**config.mk**
```make
export PLATFORM = sky130hd
export DESIGN_NAME = pausable_timer_bank
export DESIGN_NICKNAME = d
export VERILOG_FILES = /design/src/rtl/core/tpb_pkg.sv /design/src/rtl/core/pausable_timer_bank.sv /design/src/rtl/core/tpb_ctrl.sv /design/src/rtl/core/tpb_datapath.sv
export SDC_FILE = /design/constraint.sdc
export NUM_CORES = 1
export LEC_CHECK = 0
export BUFFER_PORTS_ARGS = -buffer_cell sky130_fd_sc_hd__buf_2
export CAP_MARGIN = 25
export CORE_ASPECT_RATIO = 0.8
export CORE_UTILIZATION = 45
export CTS_CLUSTER_SIZE = 25
export DETAILED_ROUTE_END_ITERATION = 8
export GPL_ROUTABILITY_DRIVEN = 1
export GPL_TIMING_DRIVEN = 0
export PLACE_DENSITY = 0.62
export SYNTH_ARGS = -nofsm -noshare
export SYNTH_HDL_FRONTEND = slang
export SYNTH_SLANG_ARGS = --single-unit
```
**constraint.sdc**
```tcl
create_clock -name clk_i -period 3.8 [get_ports clk_i]
set_input_delay 0.57 -clock clk_i [delete_from_list [all_inputs] [get_ports clk_i]]
set_output_delay 0.57 -clock clk_i [all_outputs]
set_load 0.005 [all_outputs]
```
**src/rtl/core/tpb_pkg.sv**
```systemverilog
// ----------------------------------------------------------------------------
// tpb_pkg
// Shared types, constants and reset values for the pausable timer bank.
// ----------------------------------------------------------------------------
package tpb_pkg;

  localparam int NUM_CHANNELS = 6;
  localparam int COUNT_WIDTH  = 24;
  localparam int NUM_REGS     = 6;
  localparam int NUM_TIMERS   = (NUM_CHANNELS < NUM_REGS) ? NUM_CHANNELS : NUM_REGS;
  localparam int IDX_W        = (NUM_TIMERS > 1) ? $clog2(NUM_TIMERS) : 1;

  localparam int ACT_W   = 3;
  localparam int CH_W    = 3;
  localparam int KIND_W  = 2;
  localparam int TICKS_W = 24;
  localparam int CFG_IDX_W  = 3;
  localparam int CFG_DATA_W = 24;

  typedef enum logic [ACT_W-1:0] {
    ACT_START  = 3'd0,
    ACT_PAUSE  = 3'd1,
    ACT_RESUME = 3'd2,
    ACT_CANCEL = 3'd3,
    ACT_STOP   = 3'd4,
    ACT_TICK   = 3'd5
  } action_e;

  typedef enum logic [KIND_W-1:0] {
    KIND_OK      = 2'd0,
    KIND_IGNORED = 2'd1,
    KIND_EXPIRED = 2'd2
  } kind_e;

  typedef enum logic [1:0] {
    ST_IDLE = 2'd0,
    ST_EXEC = 2'd1,
    ST_SCAN = 2'd2
  } state_e;

  // controller to datapath
  typedef struct packed {
    logic capture;  // latch the incoming transaction
    logic exec;     // carry out a non-tick action and load its result
    logic step;     // visit the current scan channel and advance
  } cmd_t;

  // datapath to controller
  typedef struct packed {
    logic is_tick;
    logic out_free;
    logic hit;       // current scan channel expires
    logic scan_end;
  } status_t;

  function automatic logic [COUNT_WIDTH-1:0] reset_duration(input int idx);
    logic [23:0] val;
    case (idx)
      0:       val = 24'd15000;
      1:       val = 24'd10000;
      2:       val = 24'd5000;
      3:       val = 24'd5000;
      4:       val = 24'd10000;
      5:       val = 24'd10000;
      default: val = 24'd0;
    endcase
    return COUNT_WIDTH'(val);
  endfunction

endpackage

```
**src/rtl/core/pausable_timer_bank.sv**
```systemverilog
// ----------------------------------------------------------------------------
// pausable_timer_bank
// Bank of one-shot countdown timers with start, pause, resume, cancel,
// stop-all and tick actions.
// ----------------------------------------------------------------------------
// One transaction is taken at a time. Start, pause, resume, cancel, stop-all
// and unknown actions give one result. A tick scan visits one channel per
// cycle, holding on an expiry while the output register is occupied, through
// a single shared decrement, and each expiring channel gives one result in
// rising channel order, the final one flagged by last_o; a tick that expires
// nothing gives no result. Backpressure on the output adds cycles only where
// a result has to wait for the output register.
// Duration registers may be written at any time the bank is idle.
module pausable_timer_bank import tpb_pkg::*; (
  input  logic                  clk_i,
  input  logic                  rst_ni,
  input  logic                  in_valid_i,
  output logic                  in_stall_o,
  input  logic [ACT_W-1:0]      action_i,
  input  logic [CH_W-1:0]       channel_i,
  input  logic                  cfg_we_i,
  input  logic [CFG_IDX_W-1:0]  cfg_idx_i,
  input  logic [CFG_DATA_W-1:0] cfg_data_i,
  output logic                  out_valid_o,
  input  logic                  out_stall_i,
  output logic [KIND_W-1:0]     result_kind_o,
  output logic [CH_W-1:0]       result_channel_o,
  output logic [TICKS_W-1:0]    remaining_ticks_o,
  output logic                  last_o
);

  cmd_t    cmd;
  status_t status;
  logic    in_ready;

  assign in_stall_o = !in_ready;

  tpb_ctrl u_ctrl (
    .clk_i      (clk_i),
    .rst_ni     (rst_ni),
    .in_valid_i (in_valid_i),
    .status_i   (status),
    .in_ready_o (in_ready),
    .cmd_o      (cmd)
  );

  tpb_datapath u_datapath (
    .clk_i             (clk_i),
    .rst_ni            (rst_ni),
    .cmd_i             (cmd),
    .status_o          (status),
    .action_i          (action_i),
    .channel_i         (channel_i),
    .cfg_we_i          (cfg_we_i),
    .cfg_idx_i         (cfg_idx_i),
    .cfg_data_i        (cfg_data_i),
    .out_valid_o       (out_valid_o),
    .out_stall_i       (out_stall_i),
    .result_kind_o     (result_kind_o),
    .result_channel_o  (result_channel_o),
    .remaining_ticks_o (remaining_ticks_o),
    .last_o            (last_o)
  );

endmodule

```
**src/rtl/core/tpb_ctrl.sv**
```systemverilog
// ----------------------------------------------------------------------------
// tpb_ctrl
// Sequencer: takes one transaction, runs the action or the tick scan.
// ----------------------------------------------------------------------------
module tpb_ctrl import tpb_pkg::*; (
  input  logic    clk_i,
  input  logic    rst_ni,
  input  logic    in_valid_i,
  input  status_t status_i,
  output logic    in_ready_o,
  output cmd_t    cmd_o
);

  state_e state_q, state_d;

  always_ff @(posedge clk_i or negedge rst_ni) begin
    if (!rst_ni) begin
      state_q <= ST_IDLE;
    end else begin
      state_q <= state_d;
    end
  end

  always_comb begin
    state_d = state_q;
    case (state_q)
      ST_IDLE: begin
        if (in_valid_i) state_d = ST_EXEC;
      end
      ST_EXEC: begin
        if (status_i.is_tick) state_d = ST_SCAN;
        else if (status_i.out_free) state_d = ST_IDLE;
      end
      ST_SCAN: begin
        if ((!status_i.hit || status_i.out_free) && status_i.scan_end) state_d = ST_IDLE;
      end
      default: state_d = ST_IDLE;
    endcase
  end

  always_comb begin
    in_ready_o    = 1'b0;
    cmd_o.capture = 1'b0;
    cmd_o.exec    = 1'b0;
    cmd_o.step    = 1'b0;
    case (state_q)
      ST_IDLE: begin
        in_ready_o    = 1'b1;
        cmd_o.capture = in_valid_i;
      end
      ST_EXEC: begin
        cmd_o.exec = !status_i.is_tick && status_i.out_free;
      end
      ST_SCAN: begin
        // hold on an expiry while the output register is still occupied
        cmd_o.step = !status_i.hit || status_i.out_free;
      end
      default: begin
        in_ready_o = 1'b0;
      end
    endcase
  end

endmodule

```
**src/rtl/core/tpb_datapath.sv**
```systemverilog
// ----------------------------------------------------------------------------
// tpb_datapath
// Timer state, duration registers, action logic, scan decrementer, output.
// ----------------------------------------------------------------------------
module tpb_datapath import tpb_pkg::*; (
  input  logic                  clk_i,
  input  logic                  rst_ni,
  input  cmd_t                  cmd_i,
  output status_t               status_o,
  input  logic [ACT_W-1:0]      action_i,
  input  logic [CH_W-1:0]       channel_i,
  input  logic                  cfg_we_i,
  input  logic [CFG_IDX_W-1:0]  cfg_idx_i,
  input  logic [CFG_DATA_W-1:0] cfg_data_i,
  output logic                  out_valid_o,
  input  logic                  out_stall_i,
  output logic [KIND_W-1:0]     result_kind_o,
  output logic [CH_W-1:0]       result_channel_o,
  output logic [TICKS_W-1:0]    remaining_ticks_o,
  output logic                  last_o
);

  logic [COUNT_WIDTH-1:0] dur_q [NUM_TIMERS];
  logic [COUNT_WIDTH-1:0] cnt_q [NUM_TIMERS];
  logic [COUNT_WIDTH-1:0] cnt_d [NUM_TIMERS];
  logic [NUM_TIMERS-1:0]  act_q, act_d, pau_q, pau_d, expiring;
  logic                   stop_q, stop_d;
  logic [IDX_W-1:0]       scan_q;
  logic [ACT_W-1:0]       act_in_q;
  logic [CH_W-1:0]        ch_q;

  logic                   out_valid_q;
  logic [KIND_W-1:0]      kind_q, kind_d;
  logic [CH_W-1:0]        rch_q, rch_d;
  logic [TICKS_W-1:0]     rem_q, rem_d;
  logic                   last_q, last_d;
  logic                   load;

  logic                   cfg_ch;
  logic [IDX_W-1:0]       idx;
  logic [COUNT_WIDTH-1:0] cnt_sel, dur_sel;
  logic                   act_sel, pau_sel, more_after;

  assign cfg_ch  = 32'(ch_q) < NUM_TIMERS;
  assign idx     = ch_q[IDX_W-1:0];
  assign cnt_sel = cfg_ch ? cnt_q[idx] : '0;
  assign dur_sel = cfg_ch ? dur_q[idx] : '0;
  assign act_sel = cfg_ch && act_q[idx];
  assign pau_sel = cfg_ch && pau_q[idx];

  always_comb begin
    more_after = 1'b0;
    for (int c = 0; c < NUM_TIMERS; c++) begin
      expiring[c] = act_q[c] && !pau_q[c] && (cnt_q[c] <= COUNT_WIDTH'(1));
      if (IDX_W'(c) > scan_q && expiring[c]) more_after = 1'b1;
    end
  end

  assign status_o.is_tick  = act_in_q == ACT_TICK;
  assign status_o.out_free = !out_valid_q || !out_stall_i;
  assign status_o.hit      = expiring[scan_q];
  assign status_o.scan_end = scan_q == IDX_W'(NUM_TIMERS - 1);

  assign load = cmd_i.exec || (cmd_i.step && status_o.hit);

  always_comb begin
    act_d  = act_q;
    pau_d  = pau_q;
    stop_d = stop_q;
    for (int c = 0; c < NUM_TIMERS; c++) cnt_d[c] = cnt_q[c];
    kind_d = KIND_IGNORED;
    rch_d  = ch_q;
    rem_d  = '0;
    last_d = 1'b1;

    if (cmd_i.exec) begin
      case (act_in_q)
        ACT_START: begin
          if (cfg_ch && stop_q) begin
            rem_d = TICKS_W'(cnt_sel);
          end else if (cfg_ch) begin
            act_d[idx] = 1'b1;
            pau_d[idx] = 1'b0;
            cnt_d[idx] = dur_sel;
            kind_d     = KIND_OK;
            rem_d      = TICKS_W'(dur_sel);
          end
        end
        ACT_PAUSE: begin
          if (cfg_ch) rem_d = TICKS_W'(cnt_sel);
          if (act_sel && !pau_sel) begin
            pau_d[idx] = 1'b1;
            kind_d     = KIND_OK;
          end
        end
        ACT_RESUME: begin
          if (cfg_ch) rem_d = TICKS_W'(cnt_sel);
          if (act_sel && pau_sel) begin
            pau_d[idx] = 1'b0;
            kind_d     = KIND_OK;
          end
        end
        ACT_CANCEL: begin
          if (cfg_ch) begin
            act_d[idx] = 1'b0;
            pau_d[idx] = 1'b0;
            cnt_d[idx] = '0;
            kind_d     = KIND_OK;
          end
        end
        ACT_STOP: begin
          rch_d = '0;
          if (!stop_q) begin
            stop_d = 1'b1;
            act_d  = '0;
            pau_d  = '0;
            for (int c = 0; c < NUM_TIMERS; c++) cnt_d[c] = '0;
            kind_d = KIND_OK;
          end
        end
        default: begin
          kind_d = KIND_IGNORED;
        end
      endcase
    end else if (cmd_i.step) begin
      rch_d  = CH_W'(scan_q);
      kind_d = KIND_EXPIRED;
      last_d = !more_after;
      if (status_o.hit) begin
        act_d[scan_q] = 1'b0;
        pau_d[scan_q] = 1'b0;
        cnt_d[scan_q] = '0;
      end else if (act_q[scan_q] && !pau_q[scan_q]) begin
        cnt_d[scan_q] = cnt_q[scan_q] - COUNT_WIDTH'(1);
      end
    end
  end

  always_ff @(posedge clk_i or negedge rst_ni) begin
    if (!rst_ni) begin
      for (int c = 0; c < NUM_TIMERS; c++) begin
        dur_q[c] <= reset_duration(c);
        cnt_q[c] <= '0;
      end
      act_q       <= '0;
      pau_q       <= '0;
      stop_q      <= 1'b0;
      scan_q      <= '0;
      out_valid_q <= 1'b0;
      act_in_q    <= '0;
    end else begin
      if (cfg_we_i && 32'(cfg_idx_i) < NUM_TIMERS) begin
        dur_q[cfg_idx_i[IDX_W-1:0]] <= COUNT_WIDTH'(cfg_data_i);
      end
      for (int c = 0; c < NUM_TIMERS; c++) cnt_q[c] <= cnt_d[c];
      act_q  <= act_d;
      pau_q  <= pau_d;
      stop_q <= stop_d;
      if (cmd_i.capture) act_in_q <= action_i;
      if (cmd_i.step) begin
        scan_q <= status_o.scan_end ? '0 : scan_q + IDX_W'(1);
      end
      if (load) out_valid_q <= 1'b1;
      else if (!out_stall_i) out_valid_q <= 1'b0;
    end
  end

  always_ff @(posedge clk_i) begin
    if (cmd_i.capture) ch_q <= channel_i;
    if (load) begin
      kind_q <= kind_d;
      rch_q  <= rch_d;
      rem_q  <= rem_d;
      last_q <= last_d;
    end
  end

  assign out_valid_o       = out_valid_q;
  assign result_kind_o     = kind_q;
  assign result_channel_o  = rch_q;
  assign remaining_ticks_o = rem_q;
  assign last_o            = last_q;

endmodule
```
==> metrics.txt <==
NumNets Final=2,198; final period utilization=1.021; Worst R2R Path Depth=9; TritonCTS Buffers=38; worst hold slack=-48.91 ps; Setup violations, final=25; required time of the critical path=4290 ps; row count=68; antenna-violating nets left=0; Synth area leader=dfrtp_1; first-pass GRT wire length=144.2 mm; most frequent cell after synthesis=dfrtp_1; min setup slack post-route=-78.60 ps; TritonRoute pass-1 iters=7; Yosys top cell area share=0.3515; CTS sink cnt=343; DR DRC count=0; htree depth=2; Yosys warning count=0; Vias=20,170; CTS tree=yes; vias in the first global route=19,230; post-synthesis register bit count=343; synthesized cell area=19,790 um2; PD cells=995.6 nW/um2; dpl cells=2,653; crit path DAT=4370 ps; leakage=8.815 nW; Final Cell Area=22,910 um2; worst hold path type=in -> async; Die Y=189.6 um; share of layout cells above drive strength 1=0.2238; number of synthesized flops with an enable pin=33; Post-Syn Nets=2,056; Rel. slew slack=0.1698; crit end category=register; failing checks=negative hold slack, negative setup slack; max cap viols=0; clock slew at the register clock pins of the worst setup and hold paths=70 ps; crit path kind=reg -> reg; Iteration-0 DRC Markers=3,102; minimum clock period=3879 ps; full die area=44,820 um2; Avg Vias per Cell=7.333; non-filler cells, final=2,751; Area growth, synth to finish=15.76%; initial antenna violation count=6; top cells by area, synth=dfrtp_1, a22oi_1, mux2_2; Worst-Skew Late Latency=580 ps; Buffers on Ports=67; DP Area=20,990 um2; number of distinct library cells after synthesis=80; Hold Vio Cnt, Final=12; asr flop ratio synth=0.9038; Top FF cell, synth=dfrtp_1; Worst Path Max Fanout=10; CP Launch Type=register; hold buffers post-CTS=0; Core Area=43,220 um2; routability cong.=1.076; chip width=236.5 um; Tightest Pin Transition=1236 ps; clk buf depth=3; largest net degree at the start of global routing=117; total grt overflow=0; Post-DP HPWL=77.75 mm; Commonest cells post-synth=dfrtp_1, a22oi_1, mux2_2, nand2_1, o21ai_0; post-synthesis cell count=2,014; sequential fraction of the synthesis area=0.4441; Slew Viols, Final=0; status=finished with violations; Clock Root Buffer=clkbuf_16; post-DR wirelength/cell=37.41 um; Avg Cell Area, Syn=9.826 um2; GRT Resource Usage Total=0.4555; Starting Density=0.4579; worst ir drop on vdd=0.4778 mV; max frequency=257.8 MHz; clk_skew=23.61 ps; I/O pins=70; total wire length=102.9 mm
where the power goes:
part / leakage [nW] / switching, mW / internal, mW / total [mW]
sequential: 4.24 / 1.49 / 4.77 / 6.25
combinational: 3.94 / 9.04 / 3.60 / 12.6
clock: 0.630 / 1.63 / 2.28 / 3.92
cells in the final DEF, fill, tap and decap left out, drive strengths merged, types with 15 or more instances in the layout:
| cell | count |
|---|---|
| o22ai | 51 |
| dfrtp | 278 |
| mux2i | 39 |
| nand4 | 19 |
| nor3 | 35 |
| xnor2 | 15 |
| nor4 | 31 |
| inv | 35 |
| a221oi | 27 |
| nand2 | 150 |
| nor2 | 129 |
| dfstp | 32 |
| edfxtp | 33 |
| o21ai | 137 |
| mux2 | 157 |
| a22oi | 236 |
| buf | 143 |
| a221o | 17 |
| a21oi | 116 |
| nand3 | 49 |
| a31oi | 21 |
| a22o | 48 |
| clkbuf | 165 |
layer usage:
metal / track usage / part of all wire
met1: 0.5991 / 0.39
met2: 0.6259 / 0.40
met3: 0.2149 / 0.15
met4: 0.2160 / 0.053
met5: 0.01190 / 0.0020
area by class of cell:
cell class	instances	area (um2)
Buffer	153	743.2
Sequential cell	343	8790
Antenna cell	6	15.01
Clock inverter	16	234.0
Fill cell	3918	20310
Timing Repair Buffer	102	654.4
Multi-Input combinational cell	1482	10580
Inverter	36	142.6
Clock buffer	53	1047
Tap cell	560	700.7
state kept, by name, summed over array words and instances, names as in the netlist:
register                      flops
u_datapath.remaining_ticks_o     24
u_ctrl.state_q                    2
u_datapath.stop_q                 1
u_datapath.last_o                 1
u_datapath.act_in_q               3
u_datapath.ch_q                   3
u_datapath.act_q                  6
u_datapath.scan_q                 3
u_datapath.result_kind_o          2
u_datapath.result_channel_o       3
u_datapath.dur_q                144
u_datapath.cnt_q                144
u_datapath.pau_q                  6
u_datapath.out_valid_o            1
final timing paths:
check / start / endpoint / slack (ps)
setup / recovery: u_datapath.cnt_q[6] / u_datapath.cnt_q[129] / -80
hold / removal: rst_ni / u_datapath.cnt_q[4] / -50
setup reg to reg: u_datapath.cnt_q[6] / u_datapath.cnt_q[129] / -80
hold reg to reg: u_datapath.stop_q / u_datapath.stop_q / 490
max in group asynchronous: rst_ni / u_datapath.dur_q[86] / 2240
min in group clk_i: channel_i[2] / u_datapath.ch_q[2] / 180
critical path: stages, from the launching register on:
cell and delay [ps]:
dfrtp_1 490, nor4_1 550, nand4_1 280, nor4_2 600
nor3_1 210, or2_2 330, nand2_1 320, o221ai_2 340
clkbuf_1 380, o21ai_0 270
kinds of logic after synthesis:
group                    share of synthesized area
adder cells (fa/ha/maj)                   0.002529
AND/OR/NAND/NOR                             0.1235
flip-flops                                  0.4441
buffers and inverters                      0.04116
XOR/XNOR                                  0.009674
AO/OA/AOI/OAI                               0.2652
multiplexers                                0.1138
through the flow:
stage               setup slack [ps]  setup TNS, ps    util  hold WS [ps]  total power, mW
floorplan                      703.4              0       -         274.4            11.57
detailed placement             -1088        -100030  0.4856         474.1            16.96
global placement               -3933       -1319050  0.4818         463.3            16.79
CTS                           -9.934         -11.31  0.5227         28.76            21.29
global route                  -37.76         -108.9  0.5297         34.21            23.03
finish                        -78.60         -979.1  0.5300        -48.91            22.81
repair_timing:
item                       in CTS  in global routing
pin swaps                       5                  7
gates resized for setup        59                 77
buffers inserted               12                  7
setup endpoints to repair     213                149
(Power assumes the default switching activity.)
